### config.mk
export PLATFORM = sky130hd
export DESIGN_NAME = rmdu_div_step
export DESIGN_NICKNAME = d
export VERILOG_FILES = /design/src/sv/rmdu_pkg.sv /design/src/sv/rmdu_div_step.sv
export SDC_FILE = /design/constraint.sdc
export NUM_CORES = 1
export LEC_CHECK = 0
export BUFFER_PORTS_ARGS = -buffer_cell sky130_fd_sc_hd__buf_2
export CORE_MARGIN = 4
export CORE_UTILIZATION = 50
export CTS_CLUSTER_SIZE = 8
export DETAILED_ROUTE_END_ITERATION = 8
export PLACE_DENSITY = 0.8
export SYNTH_ARGS = -nofsm -noshare
export SYNTH_HDL_FRONTEND = slang
export SYNTH_SLANG_ARGS = --single-unit
### constraint.sdc
create_clock -name i_clk -period 4.6 [get_ports i_clk]
set_input_delay 0.23 -clock i_clk [delete_from_list [all_inputs] [get_ports i_clk]]
set_output_delay 0.23 -clock i_clk [all_outputs]
set_load 0.1 [all_outputs]
### src/sv/rmdu_pkg.sv
// Shared types, constants and command codes for the multiply/divide unit.
package rmdu_pkg;

    localparam int XLEN       = 64;
    localparam int HALF       = XLEN / 2;
    localparam int WLEN       = 32;
    localparam int DIV_STEPS  = XLEN;
    localparam int MUL_STAGES = 3;
    localparam int MUL_DLY    = DIV_STEPS - MUL_STAGES;

    typedef enum logic [2:0] {
        CMD_MUL    = 3'd0,
        CMD_MULH   = 3'd1,
        CMD_MULHSU = 3'd2,
        CMD_MULHU  = 3'd3,
        CMD_DIV    = 3'd4,
        CMD_DIVU   = 3'd5,
        CMD_REM    = 3'd6,
        CMD_REMU   = 3'd7
    } t_cmd;

    typedef struct packed {
        t_cmd cmd;
        logic word;
        logic ill;
        logic neg_q;
        logic neg_r;
        logic dz;
    } t_ctl;

    typedef struct packed {
        logic              valid;
        t_ctl              ctl;
        logic [XLEN:0]     rem;
        logic [XLEN-1:0]   quo;
        logic [XLEN-1:0]   dvs;
    } t_stage;

endpackage

### src/sv/rmdu_div_step.sv
// One registered step of the restoring divider: one quotient bit per stage.
module rmdu_div_step (
    input  logic             i_clk,
    input  logic             i_rst_n,
    input  logic             i_adv,
    input  rmdu_pkg::t_stage i_stg,
    output rmdu_pkg::t_stage o_stg
);
    localparam int X = rmdu_pkg::XLEN;

    logic [X:0]       w_sh;
    logic [X+1:0]     w_diff;
    logic             w_ge;
    rmdu_pkg::t_stage n_stg, r_stg;
    logic             r_valid;

    always_comb begin
        w_sh   = {i_stg.rem[X-1:0], i_stg.quo[X-1]};
        w_diff = {1'b0, w_sh} - {2'b00, i_stg.dvs};
        w_ge   = ~w_diff[X+1];
        n_stg  = i_stg;
        n_stg.rem = w_ge ? w_diff[X:0] : w_sh;
        n_stg.quo = {i_stg.quo[X-2:0], w_ge};
    end

    always_ff @(posedge i_clk) begin
        if (!i_rst_n) begin
            r_valid <= 1'b0;
        end else if (i_adv) begin
            r_valid <= i_stg.valid;
        end
    end

    always_ff @(posedge i_clk) begin
        if (i_adv) begin
            r_stg <= n_stg;
        end
    end

    always_comb begin
        o_stg       = r_stg;
        o_stg.valid = r_valid;
    end
endmodule

==> run metrics <==
status=finished clean; Synth top area share=53.6%; Area Growth Syn to Fin=42.7%; Mean Syn Cell Area=11.9 sq um; RSZ-0062 raised after global routing=no; die area=0.0250 sq mm; Arr. time, crit path=4460 ps; sequential share of the synthesized area=53.8%; Iteration-0 DRC Markers=1058; initial antenna violation count=5; top post-synthesis cells by count=201 x edfxtp_1, 90 x a21oi_1, 86 x inv_1; Critical Path Start Type=input port; Hold Crit Start=i_stg[144]; Avg Vias per Cell=5.66; Final period util=90.8%; clock sink total=202; Num CTS Buffers=29; Synth warnings=0; vias in the first global route=10702; CTS H-Tree Depth=1; largest net degree at the start of global routing=117; PortBufs=405; design area=0.0161 sq mm; Final Hold Fails=0; Worst Skew=0 ps; worst-case headroom to the max-slew limit=33.8%; Worst EP required=4880 ps; worst skew pair latency=530 ps; setup TNS=0 ps; grt ovf=0; dpl cells=1605; 1st-pass router iterations=6; CP Buf/Inv Count=4; antenna-violating nets left=0; crit path capture type=register; most common cell in the synthesized netlist=edfxtp_1; Final HPWL DP=26000 microns; Max Cap Viol=0; Final Max Tran Viols=0; Min-Delay Path Class=in2reg; delay-heaviest family, CP=compound AO/OA/AOI/OAI gates; critical path startpoint=i_stg[4]; fmax=0.239 GHz; PD cells=441 mW/mm^2; final wirelength=40800 microns; GRT Total Usage=30.6%; EDFF count, synth=201; Static Leak=7.14 nW; vias=10351; drc violations=0; Die X=158 microns; RD Place Congestion=0.897; TritonCTS clock tree=built; Starting Density=51.3%; clock buffer depth=3; Crit Path Class=in2reg; Die H=158 microns; min Tclk post-route=4180 ps; WL/cell=22.3 microns; Area contributors post-synth=edfxtp_1 54%, ha_1 7.1%, mux2_4 4.4%; std cell rows=54; share of post-route cells with drive strength above 1=33.2%; crit path max-delay cell type=dlygate4sd3_1; first-pass GRT wire length=59900 microns; Cell Area, Placed=0.0135 sq mm; root buf cell=clkbuf_16; Synth Instances=946; ys flop type=edfxtp_1; CP max FO=30; Mapped Nets=1216; # Post-CTS Setup Buffers=0; ys async rst share=0%; # setup viols final=0; distinct cell type count after synthesis=65; core area=0.0220 sq mm; Worst Tran Pin Value=993 ps; Worst-path clk slew=50 ps; peak supply drop=0.000367 V; RR Startpoint=r_valid; worst-path cell chain=dlygate4sd3_1 -> buf_2 -> inv_1 -> ha_1 -> nand2_2 -> a211oi_2 -> a2111oi_4 -> o31ai_2 -> a211o_1 -> o211ai_2 -> a22oi_4 -> a221oi_4 -> o21a_4 -> buf_12 -> mux2_2; crit-path max cell delay=550 ps; mapped cell area=0.0113 sq mm; Yosys top cell by area=edfxtp_1; non-filler cells in the finished layout=1829; Ports=407; #FFs+latches synth=202; Layout Nets=1801
-- flip-flops by register name (all words and copies together), names as in the netlist --
name     flops
o_stg      201
r_valid      1
-- power by group --
part           switching (mW)  internal [mW]  leakage [nW]
registers              0.0673           2.27          1.98
logic                    2.09          0.674          4.78
clock network           0.821           1.16         0.385
total                    2.98           4.10          7.14
-- repair_timing --
| item | CTS | global route |
|---|---|---|
| endpoints found under the setup margin | 0 | 0 |
| hold buffers | 175 | 0 |
| endpoints found under the hold margin | 174 | 0 |
| resized for setup | 0 | 0 |
-- per-stage QoR --
step                      setup WS [ps]  power (mW)  hold WS, ps  util [%]
after floorplan                    1350        4.45          329         -
after global placement              640        4.90          407      61.5
after CTS                           598        6.98        0.306      73.2
final                               423        7.08         19.5      73.2
after detailed placement            581        4.94          408      61.5
after global routing                317        7.31         1.17      73.2
-- logic make-up (layout without fill, tap and decap cells) --
logic type               count (synthesis)  in the layout  share of synthesized area [%]
multiplexers                            62             62                           7.26
AND/OR/NAND/NOR                        194            194                           8.12
XOR/XNOR                                56             56                           4.35
flip-flops                             202            202                           53.8
buffers and inverters                  117            717                           4.68
adder cells (fa/ha/maj)                 65             65                           7.29
AO/OA/AOI/OAI                          250            250                           14.5
other                                    0              3                              0
-- layout by cell type, fill, tap and decap left out, types with 14 or more instances in the layout --
| cell | instances |
|---|---|
| a21o_1 | 21 |
| dlygate4sd3_1 | 175 |
| o21bai_1 | 22 |
| o21ai_0 | 43 |
| a21oi_1 | 90 |
| clkbuf_16 | 29 |
| mux2_2 | 26 |
| clkbuf_1 | 15 |
| inv_1 | 86 |
| buf_2 | 404 |
| nand4_1 | 20 |
| ha_1 | 64 |
| edfxtp_1 | 201 |
| nand2_1 | 58 |
| nor2_1 | 49 |
| xnor2_1 | 41 |
| xor2_1 | 15 |
| mux2_4 | 33 |
| nand3_1 | 14 |
| nor3_1 | 15 |
-- routing by layer --
| layer | routed length, microns | global-route usage (%) | part of all wire, % |
|---|---|---|---|
| met5 | 25 | 0 | 0.061 |
| met1 | 14100 | 34.1 | 35 |
| met2 | 20600 | 54.8 | 50 |
| met3 | 4000 | 7.71 | 9.8 |
| met4 | 2130 | 14.3 | 5.2 |
-- worst paths after layout --
kind | end | slack (ps) | cells past startpoint
setup / recovery | o_stg[130] | 420 | 15
hold / removal | o_stg[145] | 20 | 2
setup reg to reg | r_valid | 3350 | 3
hold reg to reg | r_valid | 1160 | 3
-- area by class of cell --
class / instances / area (sq um)
inverters: 86 / 323
multi-input cells: 627 / 4680
repair buffers: 585 / 3850
clock buffers: 44 / 782
well taps: 280 / 350
diodes: 3 / 7.51
flip-flops and latches: 202 / 6060
clock inverters: 2 / 27.5
fillers: 1389 / 5880
Power figures use the tool's default switching activity.
